`src/hw/rtl/ssp_ram.sv`:
```
// generic single-write, single-read synchronous ram with registered read data
`timescale 1ns / 1ps
`default_nettype none
module ssp_ram #(
  parameter int WIDTH = 32,
  parameter int DEPTH = 64,
  parameter int AW    = (DEPTH > 1) ? $clog2(DEPTH) : 1
) (
  input  wire logic             clk,
  input  wire logic             we,
  input  wire logic [AW-1:0]    waddr,
  input  wire logic [WIDTH-1:0] wdata,
  input  wire logic [AW-1:0]    raddr,
  output logic      [WIDTH-1:0] rdata
);

  logic [WIDTH-1:0] mem [DEPTH];
  logic [WIDTH-1:0] rdata_r;

  // write port and registered read port
  always_ff @(posedge clk) begin
    if (we) begin
      mem[waddr] <= wdata;
    end
    rdata_r <= mem[raddr];
  end

  assign rdata = rdata_r;

endmodule
`default_nettype wire

```
`config.mk`:
```
export PLATFORM = sky130hd
export DESIGN_NAME = ssp_ram
export DESIGN_NICKNAME = d
export VERILOG_FILES = /design/src/hw/rtl/ssp_ram.sv
export SDC_FILE = /design/constraint.sdc
export NUM_CORES = 2
export LEC_CHECK = 0
export BUFFER_PORTS_ARGS = -buffer_cell sky130_fd_sc_hd__buf_2
export CAP_MARGIN = 15
export CELL_PAD_IN_SITES_DETAIL_PLACEMENT = 1
export CELL_PAD_IN_SITES_GLOBAL_PLACEMENT = 2
export CORE_UTILIZATION = 54
export CTS_BUF_LIST = sky130_fd_sc_hd__clkbuf_4 sky130_fd_sc_hd__clkbuf_8
export CTS_CLUSTER_SIZE = 28
export DETAILED_ROUTE_END_ITERATION = 10
export GPL_TIMING_DRIVEN = 0
export PLACE_DENSITY_LB_ADDON = 0.15
export SYNTH_ARGS = -nofsm -noshare
export SYNTH_HDL_FRONTEND = slang
export SYNTH_SLANG_ARGS = --single-unit
```
`constraint.sdc`:
```
create_clock -name clk -period 4.4 [get_ports clk]
set_input_delay 0.88 -clock clk [delete_from_list [all_inputs] [get_ports clk]]
set_output_delay 0.88 -clock clk [all_outputs]
set_load 0.05 [all_outputs]
```
---- Yosys cells after proc, flatten, opt, wreduce, memory -nomap -nowiden ----
Memory sizes are Yosys's and may differ from the RTL's. A register that Yosys moved wholly into a read port is not among the register bits.
Index checks and enable logic that the tools add are counted.
cells by class
  div/mod/pow operators ................... 0
  $lt $le $gt $ge ......................... 0
  bitwise operators ....................... 0
  equality and inequality tests ........... 0
  $mul .................................... 0
  reductions and logical operators ........ 0
  add/sub/neg operators ................... 0
  shifts and indexed selects .............. 0
  multiplexer cells ....................... 2
operator list
  operator  count
  $mux W1   2
word-level totals
  output and inout port bits .............. 32
  logic and storage cells ................. 3
  memory bits (read-only) ................. 0
  memories kept ........................... 1
  bits in latches ......................... 0
  bits in writable memories ............... 2048
  flip-flop bits (word level) ............. 0
memory list
  memory  words  width  read ports  clocked after memory_dff  write ports  line  RTL
  mem     64     32     1           1                         1            17    logic [WIDTH-1:0] mem [DEPTH];

---- Depth between registers and ports, before layout ----
  word-level depth ........................ 2
  depth in mapped cells ................... 10
  gate-level depth less buffers ........... 5

---- Least setup slack after synthesis ----
OpenSTA, ideal clock, no wires.
  path type ............................... input port to flip-flop
  start point ............................. input port waddr[3]
  end point ............................... memory mem[48][0], enable pin
  stages on the path ...................... 4
  setup slack ............................. 0.360 ns
  library setup time ...................... 0.461 ns
  path buffers ............................ 1
  data arrival time ....................... 3.579 ns
  cells stage by stage .................... clkbuf_1 nor2b_1 nand4b_1 nor3_1
RTL lines
  element          line  RTL
  start, declared  11    input wire logic [AW-1:0] waddr,
  end, declared    17
Straight into the memory's write port.

==> results_dict.tcl <==
set metrics [dict create \
    status "finished with violations" \
    violations "design-rule violations" \
    post_drt_via_cell_ratio 6.77 \
    tightest_slew_ns 1.34 \
    fin_area_sq_um 90500 \
    clkTransAtPathRegs_ns 0.06 \
    timing.final.hold_violations 0 \
    power_density_nw_per_um2 455 \
    ordered_list_of_cells_on_the_worst_path "buf_2 > buf_2 > buf_2 > nand2_1 > clkbuf_1 > o22ai_1 > nor2_1 > a21oi_1 > nor2_1" \
    placement_rows 139 \
    worst-path-buf-inv 4 \
    critical_path.slowest_cell "sky130_fd_sc_hd__a21oi_1" \
    clock_latency_ns 1.02 \
    yosysWarnings 0 \
    startpoint_type "input pin" \
    async_reset_ff_share_pct 0 \
    cp_common_cell "sky130_fd_sc_hd__buf_2" \
    longest_clk_path_bufs 4 \
    post_synthesis_instance_area_sq_um 78500 \
    synth_top_area_share_pct 78.3 \
    synthesized_nets 3370 \
    synth_top_family_by_area "multiplexers" \
    die_height_microns 383 \
    post_synth_edffs 2048 \
    detailedPlace.worstSlack_ns -1.11 \
    route.detailed.drc 18 \
    floorplan.die.width_microns 383 \
    cts_tree "built" \
    initial_core_util_pct 54.5 \
    cts_setup_buffers 0 \
    count_of_max_cap_constraint_violations 0 \
    syn-mean-instance-area_sq_um 23.6 \
    ys_seq_elements 2080 \
    boundaryPins 78 \
    initial_antenna_violation_count 24 \
    netlist_instances 3324 \
    coreArea_sq_um 144000 \
    finalCriticalPeriod_ns 4.26 \
    detail_route.first_pass.iterations 8 \
    final_max_slew_viol_count 0 \
    route.antenna.remaining_nets 0 \
    max_incr_delay_on_cp_ns 0.82 \
    first_pass_grt_wire_length_microns 334000 \
    setup-violations-final 0 \
    gp_congestion 1.01 \
    dr.first_iter.drc_count 6239 \
    numClockSinks 2080 \
    clock-root-buffer "sky130_fd_sc_hd__clkbuf_8" \
    design.die.area_sq_um 147000 \
    largest_vdd_supply_drop_mv 0.309 \
    synth_top_cells_by_area "sky130_fd_sc_hd__edfxtp_1, sky130_fd_sc_hd__mux4_2, sky130_fd_sc_hd__mux2i_1" \
    drt_wl_total_microns 247000 \
    timing.final.ws_setup_ns 0.141 \
    area.growth.synth_to_final_pct 15.3 \
    timing.slew.headroom_pct 10.8 \
    final.period_utilization_pct 96.8 \
    port_buffer_count 69 \
    r2r_setup_slack_ns 1.53 \
    post_synth_num_cell_types 34 \
    nets 3893 \
    cts_made_buffers 341 \
    synth_simple_gate_area_share_pct 1.27 \
    arrival_time_at_the_worst_endpoint_ns 5.11 \
    synth_seq_area_share_pct 79.1 \
    synth_mux_area_share_pct 16.8 \
    timing.critical_path.required_ns 5.25 \
    grt_setup_unrepaired "false" \
    dpl_cell_area_sq_um 83700 \
    overflow 0 \
    worstSetupEndpointType "flip-flop" \
    htree_num_levels 5 \
    max_freq_mhz 235 \
    critPathKind "in2reg" \
    grt_max_degree 65 \
    detailroute.via_count 40600 \
    routed_wire_length_per_instance_microns 41.2 \
    critPathMaxFanout 19 \
    timing.hold.worst.class "in2reg" \
    post_synthesis_compound_gate_area_fraction_pct 1.67 \
    leakagePower_nw 28.6 \
    fin_worst_hold_slack_ns 0.242 \
    grt_use_total_pct 34.2 \
    layout-drive-gt1-share_pct 34.4 \
    leading_register_cell_type_out_of_synthesis "sky130_fd_sc_hd__edfxtp_1" \
    dpl.hpwl_microns 164000 \
    finalClockSkew_ns 0.0498 \
    cp_top_family "buffers and inverters" \
    post_synth_fa_ha_maj_area_fraction_pct 0 \
    synth_top_cell_by_area "sky130_fd_sc_hd__edfxtp_1" \
    first_global_vias 41600 \
    synth_xor_xnor_area_share_pct 0 \
]
==> cells in the mapped netlist, drive strengths merged (7+ instances only) <==
| cell type | number |
|---|---|
| edfxtp | 2048 |
| nor2b | 15 |
| clkbuf | 74 |
| dfxtp | 32 |
| nor2 | 137 |
| nand2 | 26 |
| buf | 108 |
| mux2i | 93 |
| nand2b | 8 |
| o22ai | 84 |
| a311oi | 8 |
| a21oi | 62 |
| o221ai | 27 |
| a22oi | 12 |
| mux4 | 544 |
| nor3 | 7 |
==> layout make-up <==
cell class / count / area (sq um)
antenna: 8 / 20.0
buffer: 181 / 882
clock buffer: 479 / 5800
clock inverter: 106 / 744
fill: 11600 / 53500
multi-input combinational: 1062 / 16000
sequential: 2080 / 62100
tap: 1903 / 2380
timing repair buffer: 181 / 2590
==> metal layers <==
metal | vias up | GRT usage [%] | share of wire [%]
li1 | 15400 | - | -
met1 | 21900 | 46.8 | 37
met2 | 2836 | 52.1 | 47
met3 | 516 | 8.85 | 11
met4 | 16 | 15.3 | 4.7
met5 | - | 1.95 | 0.19
==> power breakdown <==
part | internal, W | switching [W] | leakage, nW
clock | 0.00911 | 0.00752 | 3.50
sequential | 0.0219 | 0.0000484 | 18.7
combinational | 0.000799 | 0.00175 | 6.40
total | 0.0318 | 0.00932 | 28.6
==> placed cells by master (no fill, tap or decap), types with 4 or more instances in the layout <==
cell	instances
sky130_fd_sc_hd__nor2b_1	15
sky130_fd_sc_hd__buf_1	20
sky130_fd_sc_hd__mux4_2	544
sky130_fd_sc_hd__edfxtp_1	2048
sky130_fd_sc_hd__bufinv_16	11
sky130_fd_sc_hd__buf_2	124
sky130_fd_sc_hd__clkinv_1	58
sky130_fd_sc_hd__o32ai_1	4
sky130_fd_sc_hd__mux2i_1	93
sky130_fd_sc_hd__clkinv_2	33
sky130_fd_sc_hd__clkbuf_8	353
sky130_fd_sc_hd__dfxtp_1	32
sky130_fd_sc_hd__nand3_1	5
sky130_fd_sc_hd__nor2_1	75
sky130_fd_sc_hd__diode_2	8
sky130_fd_sc_hd__nor3_1	5
sky130_fd_sc_hd__nand2b_1	8
sky130_fd_sc_hd__buf_12	80
sky130_fd_sc_hd__and3_1	4
sky130_fd_sc_hd__clkbuf_1	74
sky130_fd_sc_hd__nand2_1	26
sky130_fd_sc_hd__a21oi_1	62
sky130_fd_sc_hd__o221ai_1	27
sky130_fd_sc_hd__a41o_1	4
sky130_fd_sc_hd__buf_16	16
sky130_fd_sc_hd__clkbuf_4	126
sky130_fd_sc_hd__buf_8	8
sky130_fd_sc_hd__o22ai_1	84
sky130_fd_sc_hd__nor2_4	62
sky130_fd_sc_hd__buf_6	11
sky130_fd_sc_hd__a22oi_1	12
sky130_fd_sc_hd__a311oi_1	8
sky130_fd_sc_hd__buf_4	29
sky130_fd_sc_hd__nand3b_1	5
==> stage by stage <==
step | power, W | instances | setup TNS, ns | utilization [%]
2_1_floorplan | 0.0236 | 3324 | 0 | -
3_3_place_gp | 0.0247 | 5296 | -2465.72 | 56.4
3_5_place_dp | 0.0249 | 5396 | -10.92 | 58.1
4_1_cts | 0.0412 | 5980 | 0 | 62.7
5_1_grt | 0.0421 | 5993 | 0 | 62.9
6_report | 0.0412 | 6000 | 0 | 62.9
==> kinds of logic (layout without fill, tap and decap cells) <==
| logic type | after synthesis | in the layout |
|---|---|---|
| DFF | 2080 | 2080 |
| muxes | 637 | 637 |
| and+or+nand+nor | 223 | 223 |
| AOI/OAI and AO/OA | 202 | 202 |
| buffers and inverters | 182 | 947 |
| other | 0 | 8 |
==> final timing paths <==
kind	from	cells after the start	endpoint
min reg2reg	mem[12][4]	4	rdata[4]
max	raddr[1]	9	rdata[19]
min	wdata[17]	1	mem[0][17]
max reg2reg	mem[15][21]	4	rdata[21]
==> sequential cells by signal (all words and copies together), names as in the netlist <==
| signal | count |
|---|---|
| mem | 2048 |
| rdata | 32 |
==> repair_timing <==
action                     4_1_cts  5_1_grt
resized for setup                0        0
setup endpoints to repair        2        0
hold endpoints to repair         0        0
hold buffers                     0        0
Note: power is estimated with default switching activity, not from simulation.
