## config.mk

```make
export PLATFORM = sky130hd
export DESIGN_NAME = ssp_relax
export DESIGN_NICKNAME = d
export VERILOG_FILES = /design/src/hw/rtl/ssp_pkg.sv /design/src/hw/rtl/ssp_relax.sv
export SDC_FILE = /design/constraint.sdc
export NUM_CORES = 1
export LEC_CHECK = 0
export BUFFER_PORTS_ARGS = -buffer_cell sky130_fd_sc_hd__clkbuf_2
export CAP_MARGIN = 20
export CELL_PAD_IN_SITES_DETAIL_PLACEMENT = 1
export CELL_PAD_IN_SITES_GLOBAL_PLACEMENT = 1
export CORE_MARGIN = 3
export CORE_UTILIZATION = 36
export DETAILED_ROUTE_END_ITERATION = 12
export GPL_TIMING_DRIVEN = 0
export PLACE_DENSITY_LB_ADDON = 0.25
export SYNTH_ARGS = -nofsm -noshare
export SYNTH_HDL_FRONTEND = slang
export SYNTH_SLANG_ARGS = --single-unit
export TNS_END_PERCENT = 50
```

## constraint.sdc

```tcl
create_clock -name vclk -period 20.3
set_input_delay 4.06 -clock vclk [all_inputs]
set_output_delay 4.06 -clock vclk [all_outputs]
set_load 0.1 [all_outputs]
```

## src/hw/rtl/ssp_pkg.sv

```systemverilog
// shared types and constants for the single-source shortest path unit
`timescale 1ns / 1ps
`default_nettype none
package ssp_pkg;

  // fixed field widths
  localparam int DIST_W   = 32;
  localparam int VTX_W    = 6;
  localparam int VCNT_W   = 7;
  localparam int ECNT_W   = 9;
  localparam int EIDX_W   = 8;
  localparam int WFIELD_W = 16;
  localparam int PADDR_W  = 4;
  localparam int PDATA_W  = 32;

  // configuration register indexes (paddr[3:2])
  localparam logic [1:0] REG_VERTEX_COUNT  = 2'd0;
  localparam logic [1:0] REG_EDGE_COUNT    = 2'd1;
  localparam logic [1:0] REG_SOURCE_VERTEX = 2'd2;

  // input command codes
  localparam logic CMD_LOAD = 1'b0;
  localparam logic CMD_RUN  = 1'b1;

  // outcome of one edge relaxation step
  typedef struct packed {
    logic                     relax;
    logic signed [DIST_W-1:0] cand;
  } relax_res_t;

endpackage
`default_nettype wire

```

## src/hw/rtl/ssp_relax.sv

```systemverilog
// relaxation datapath: saturating candidate distance and improvement test
`timescale 1ns / 1ps
`default_nettype none
module ssp_relax (
  input  wire logic signed [ssp_pkg::DIST_W-1:0] dist_u,
  input  wire logic signed [ssp_pkg::DIST_W-1:0] dist_v,
  input  wire logic signed [ssp_pkg::DIST_W-1:0] weight,
  input  wire logic                               tail_ok,
  input  wire logic                               head_ok,
  input  wire logic                               head_reached,
  output ssp_pkg::relax_res_t                     res
);
  import ssp_pkg::*;

  logic signed [DIST_W:0]   sum;
  logic signed [DIST_W-1:0] cand;

  // wide sum, saturated to the signed 32-bit range
  assign sum = {dist_u[DIST_W-1], dist_u} + {weight[DIST_W-1], weight};

  always_comb begin
    if (sum[DIST_W] != sum[DIST_W-1]) begin
      cand = sum[DIST_W] ? {1'b1, {(DIST_W-1){1'b0}}} : {1'b0, {(DIST_W-1){1'b1}}};
    end else begin
      cand = sum[DIST_W-1:0];
    end
  end

  // with a valid tail and head, an unreached head always improves
  assign res.cand  = cand;
  assign res.relax = tail_ok && head_ok && (!head_reached || (cand < dist_v));

endmodule
`default_nettype wire

```

# ---- After elaboration in Yosys (flattened, before gate mapping)
# Cells that the tools add are included.
dict set report classes {
  addsub 1
  n_mul 0
  div_mod_pow 0
  order_cmp 1
  eq_ne 1
  n_shift 0
  n_mux 2
  bitwise 0
  reduce_logical 4
}
# op n
set op_table {}
lappend op_table {{32-bit 2-to-1 mux} 2}
lappend op_table {{32-bit by 32-bit adder with 33-bit output} 1}
lappend op_table {{32-bit less-than comparator} 1}
lappend op_table {{1-bit logical AND} 2}
lappend op_table {{1-bit zero test} 1}
lappend op_table {{1-bit logical OR} 1}
lappend op_table {{1-bit != test} 1}
dict set report totals {
  register_bits 0
  latch_bits 0
  ramBits 0
  rom_bits 0
  in_bits 99
  out_inout_bits 33
  elab_cells 9
  n_memories 0
}

# ---- Depth between registers and ports, before layout
# Gate-level depths: netlist (run 1).
dict set report depth {
  ltp_word 6
  ltp_mapped 23
  ltp_nobuf 22
}

# ---- Worst setup path before layout (run 1)
# No wires, ideal clock.
dict set report synth_timing {
  path_type {input port to output port}
  from {input port dist_u[0] (netlist name)}
  to {output port res[32] (netlist name)}
  arrival_time_ns 10.776
  required_ns 16.240
  slack_ns 5.464
  stages 21
  path_buffers 1
  cell_sequence {ha_1 > inv_1 > fa_1 > nand2b_1 > a21oi_1 > o21ai_0 > o21ai_0 > o31ai_1 > a41oi_2 > nor2_1 > buf_2 > o21ai_0 > ha_1 > nand4_1 > nor2_1 > a2111oi_0 > o211a_1 > inv_1 > maj3_1 > a21oi_1 > o31a_1}
}
# item line
set synth_rtl {}
lappend synth_rtl {{start, declared} ssp_relax.sv:5} ;# input wire logic signed [ssp_pkg::DIST_W-1:0] dist_u,
lappend synth_rtl {{end, declared} ssp_relax.sv:11} ;# output ssp_pkg::relax_res_t res

==> impl_metrics.csv, run 1 <==
group,metric,value,unit
final_layout,regArea,0,um2
grt,first_global_vias,3353,
die,initial_utilization,0.385,
placement,pre_cts_slack,6500,ps
drt,routed_wl,9.52,mm
timing,tns,0,ps
worst_setup_path,path_depth,24,
pwr,peakVddDrop,36.3,uV
grt,grt_usage,0.216,
final_layout,syn_to_final_growth,28.9,%
final_layout,final_core_util,0.496,
hold_path,worstHoldEndpoint,"res[32]",
clock_network,holdBufCountCts,0,
drt,firstDrtPassIters,4,
hold_path,hold_depth,4,
pwr,switching_share,0.757,
pwr,switchingPower,0.214,mW
grt,grt_overflow,0,
worst_setup_path,path_cells,"clkbuf_2, ha_1, inv_1, fa_1, nand2b_1, a21oi_1, o21ai_0, o21ai_0, o31ai_1, a41oi_2, buf_4, nand2_1, clkbuf_2, o21ai_0, ha_1, nand4_1, nor2_1, a2111oi_0, o211a_1, inv_1, maj3_1, a21oi_1, o31a_1, clkbuf_2",
synth,netlist_instances,383,
grt,antenna_found_initial,0,
worst_setup_path,slowest_delay,510,ps
timing,fin_crit,13810,ps
drt,routed_via_density,5.36,
synth,synth.most_common_cell,"ha_1",
timing,drv_slew,0,
timing,setup_viol,0,
drt,dr_total_vias,3275,
worst_setup_path,worstSetupPathType,"in2out",
outcome,status,"finished clean",
drt,drc,0,
placement,io_buffers,132,
die,fp.dieArea,8580,um2
worst_setup_path,crit_slowest_cell,"o21ai_0",
final_layout,nClkBuffers,0,
final_layout,fillers,993,
worst_setup_path,cp.buffers_inverters,6,
worst_setup_path,path_delay_family,"compound AO/OA/AOI/OAI gates",
final_layout,drive_gt1_frac,0.295,
synth,synth-seq-area-share,0,
pwr,clkPwrFrac,0,
synth,synthMuxAreaShare,0.00741,
die,core,7020,um2
final_layout,fin_cells,611,
synth,yosysTopAreaCellShare,0.287,
timing,slew_headroom,0.492,
synth,synth_cell_type_count,52,
timing,fmax,72.4,MHz
die,io_pins,132,
timing,hold_slack,8740,ps
worst_setup_path,cp_max_fo,10,
synth,ys.warnings.count,0,
timing,rsz0062_at_grt,"false",
drt,wl_per_cell,15.6,um
drt,dr.first_iter.drc_count,77,
synth,syn_area,2700,um2
final_layout,seq_cells,0,
grt,grt_max_degree,11,
timing,period_share,0.681,
grt,grt_pass1_wl,15.7,mm
synth,syn_area_per_cell,7.05,um2
synth,syn_nets,545,
clock_network,cts_resized,0,
pwr,p_int,0.0689,mW
die,die_h,92.6,um
synth,synth-simple-area-share,0.149,
synth,synth_xor_area_frac,0.0843,
drt,ant_nets,0,
synth,synth-adder-area-share,0.325,
worst_setup_path,critPathArrivalTime,9750,ps
die,die_x,92.6,um
worst_setup_path,start_kind,"input port",
synth,synth_top_family_by_area,"compound AO/OA/AOI/OAI gates",
placement,dp.cells,611,
pwr,leakagePower,1.93,nW
worst_setup_path,end_kind,"output port",
flow_run,drv_cap,0,
synth,synth_compound_area_frac,0.349,
pwr,cellPowerDensity,81.3,nW/um2
timing,worst_slack,6490,ps
placement,dp_hpwl,8.54,mm
placement,gp_congestion,0.894,
hold_path,hold_start,"head_reached",
synth,synth.area.top_cells,"ha_1, a21oi_1, inv_1",
pwr,p_comb_frac,1.000,
final_layout,final_nets,679,
final_layout,n_antenna_cell,0,
synth,synth_commonest_cells,"ha_1, a21oi_1, inv_1",
worst_setup_path,required,16240,ps
timing,finalHoldViolCount,0,
clock_network,post_cts_buffers,0,
die,num_rows,30,
timing,tightest_slew,743,ps
hold_path,hold_class,"in2out",
synth,synth_top_area_cell,"ha_1",
pwr,p_seq_frac,0,
-- routing by layer --
layer / GRT usage / wire length [um] / vias to the layer above
met4: 0.0186 / 78 / 0
met3: 0.0122 / 489 / 8
met5: 0 / 0 / -
met2: 0.384 / 4560 / 86
li1: - / - / 1672
met1: 0.297 / 4390 / 1509
-- area by class of cell --
| type | count | area (um2) | share of cell area |
|---|---|---|---|
| plain buffers | 8 | 48.8 | 0.0140 |
| inverters | 48 | 180 | 0.0518 |
| multi-input cells | 327 | 2470 | 0.710 |
| well taps | 96 | 120 | 0.0345 |
| repair buffers | 132 | 661 | 0.190 |
-- cells by family after synthesis --
| group | after synthesis |
|---|---|
| AO/OA/AOI/OAI | 146 |
| XOR/XNOR | 26 |
| adder cells (fa/ha/maj) | 71 |
| buffers and inverters | 56 |
| multiplexers | 2 |
| AND/OR/NAND/NOR | 82 |
-- worst min-delay path, cell delays in order --
cell      delay (ps)
clkbuf_2         100
a21oi_1           60
o31a_1            90
clkbuf_2         370
-- power groups by stage --
stage,Clock [mW],Combinational (mW),Sequential (mW)
detailed placement,0,0.283,0
CTS,0,0.284,0
global placement,0,0.278,0
global route,0,0.304,0
finish,0,0.283,0
floorplan,0,0.226,0
-- placed cells by master, fill, tap and decap left out, drive strengths merged, types with 8 or more instances in the layout --
cell and n:
a21o 19, a21oi 54, clkbuf 133, ha 62
inv 48, maj3 8, nand2 23, nand3 8
nand4 8, nor2 20, o21ai 30, o21bai 8
xnor2 18, xor2 8
-- metrics by stage --
step	total power [mW]	cell area [um2]
after floorplan	0.226	2700
after global routing	0.304	3480
after global placement	0.278	3480
final	0.283	3480
after detailed placement	0.283	3480
after CTS	0.284	3480
-- how the worst max path moves through the flow --
stage,start,to,slack [ps]
final,dist_u[0],res[32],6490
after global routing,dist_u[0],res[32],6140
after CTS,dist_u[0],res[32],6490
after detailed placement,dist_u[0],res[32],6500
after global placement,dist_u[0],res[32],6610
after floorplan,dist_u[0],res[32],5460
(Power assumes the default switching activity.)
==> run 2: changes to the inputs <==
CORE_UTILIZATION = 33   (was 36)
clock period = 13.95 ns   (was 20.3 ns; I/O delays follow)
==> run 2 against run 1 <==
Global-route usage shrank 2.4 points. Final area up 0.22%. Die area increased by 8.5%. Via count increased by 0.92%. Worst hold slack lost 2600 ps. Final cell count rose by 0.98%. First-iteration DRC count down 5.2%. Flip-flop and latch count stayed put. Largest cell class unchanged. Highest routed layer unchanged.
==> impl_metrics.csv, run 2 (synthesized netlist as in run 1, its figures left out) <==
group,metric,value,unit
drt,drc,0,
hold_path,hold_class,"in2out",
worst_setup_path,start_kind,"input port",
placement,gp_congestion,0.893,
clock_network,holdBufCountCts,0,
final_layout,fin_area,3490,um2
drt,firstDrtPassIters,4,
die,die_h,96.5,um
final_layout,layout_common_cells,"clkbuf_2, ha_1, a21oi_1",
timing,tightest_slew,743,ps
die,fp.dieArea,9300,um2
grt,grt_max_degree,11,
placement,dp_hpwl,8.42,mm
worst_setup_path,worstSetupPathType,"in2out",
drt,routed_wl,9.48,mm
timing,rsz0062_at_grt,"false",
final_layout,layout_commonest_cell,"clkbuf_2",
worst_setup_path,required,11160,ps
die,num_rows,32,
timing,hold_slack,6190,ps
timing,slew_headroom,0.492,
worst_setup_path,end_kind,"output port",
worst_setup_path,endpoint,"res[32]",
grt,grt_pass1_wl,14.8,mm
final_layout,syn_to_final_growth,29.2,%
die,die_x,96.5,um
clock_network,cts_resized,0,
final_layout,drive_gt1_frac,0.295,
die,core,7850,um2
timing,tns,0,ps
pwr,cellPowerDensity,118,nW/um2
placement,io_buffers,132,
grt,grt_usage,0.192,
die,io_pins,132,
timing,fmax,88.8,MHz
timing,worst_slack,2690,ps
pwr,peakVddDrop,64.0,uV
placement,dpl_cell_area,3490,um2
pwr,leakagePower,1.93,nW
final_layout,nClkBuffers,0,
final_layout,n_antenna_cell,0,
grt,first_global_vias,3205,
timing,fin_crit,11260,ps
timing,finalHoldViolCount,0,
worst_setup_path,critPathArrivalTime,8470,ps
grt,grt_overflow,0,
placement,pre_cts_slack,2670,ps
die,initial_utilization,0.344,
worst_setup_path,cp_max_fo,10,
flow_run,drv_cap,0,
grt,antenna_found_initial,0,
drt,dr.first_iter.drc_count,73,
drt,ant_nets,0,
drt,routed_via_density,5.36,
drt,dr_total_vias,3305,
final_layout,regArea,0,um2
final_layout,final_core_util,0.445,
drt,wl_per_cell,15.4,um
timing,drv_slew,0,
timing,setup_viol,0,
outcome,status,"finished clean",
final_layout,fillers,1105,
final_layout,final_nets,679,
final_layout,seq_cells,0,
timing,period_share,0.807,
clock_network,post_cts_buffers,0,
worst_setup_path,startpoint,"dist_u[0]",
-- run 2: cell counts in the layout (fill, tap and decap cells not counted) --
No cell type changed its count.
-- run 2: final cells by class --
type,count,area [um2],area share
buffer,8,48.8,0.0140
inverter,48,180,0.0516
tap,102,128,0.0366
timing repair buffer,132,661,0.189
multi-input combinational,327,2470,0.708
-- run 2: worst min-delay path by stage --
stage                            start      end  slack, ps  cells past startpoint
after detailed placement  head_reached  res[32]       6190                      4
after floorplan           head_reached  res[32]       6030                      2
after global routing      head_reached  res[32]       6220                      4
final                     head_reached  res[32]       6190                      4
after global placement    head_reached  res[32]       6190                      4
after CTS                 head_reached  res[32]       6190                      4
-- run 2: critical path, stage by stage --
cell and delay [ps]:
clkbuf_2 80, ha_1 230, inv_1 80, fa_1 190, nand2b_1 140, a21oi_1 100
o21ai_0 520, o21ai_0 300, o31ai_1 480, a41oi_2 260, buf_4 250, nand2_1 240
clkbuf_2 290, o21ai_0 170, ha_1 330, a21oi_1 200, nor2_1 60, a2111oi_0 400
o211a_1 220, inv_1 40, maj3_1 340, a21oi_1 150, o31a_1 150, clkbuf_2 460
-- run 2: metal layers --
layer	global-route usage	share of wire	vias to the layer above	routed length, um
li1	-	-	1675	-
met1	0.269	0.47	1523	4410
met2	0.338	0.47	97	4420
met3	0.00620	0.056	10	528
met4	0.0234	0.013	0	120
met5	0	0	-	0
-- run 2: report_power, final --
part / total, mW / switching [mW] / internal, mW
registers: 0 / 0 / 0
logic: 0.412 / 0.312 / 0.100
clock network: 0 / 0 / 0
total: 0.412 / 0.312 / 0.100
-- run 2: per-stage QoR --
step	total power, mW	std cells
after detailed placement	0.412	617
after global routing	0.441	617
after global placement	0.405	617
after floorplan	0.329	383
after CTS	0.413	617
final	0.412	617
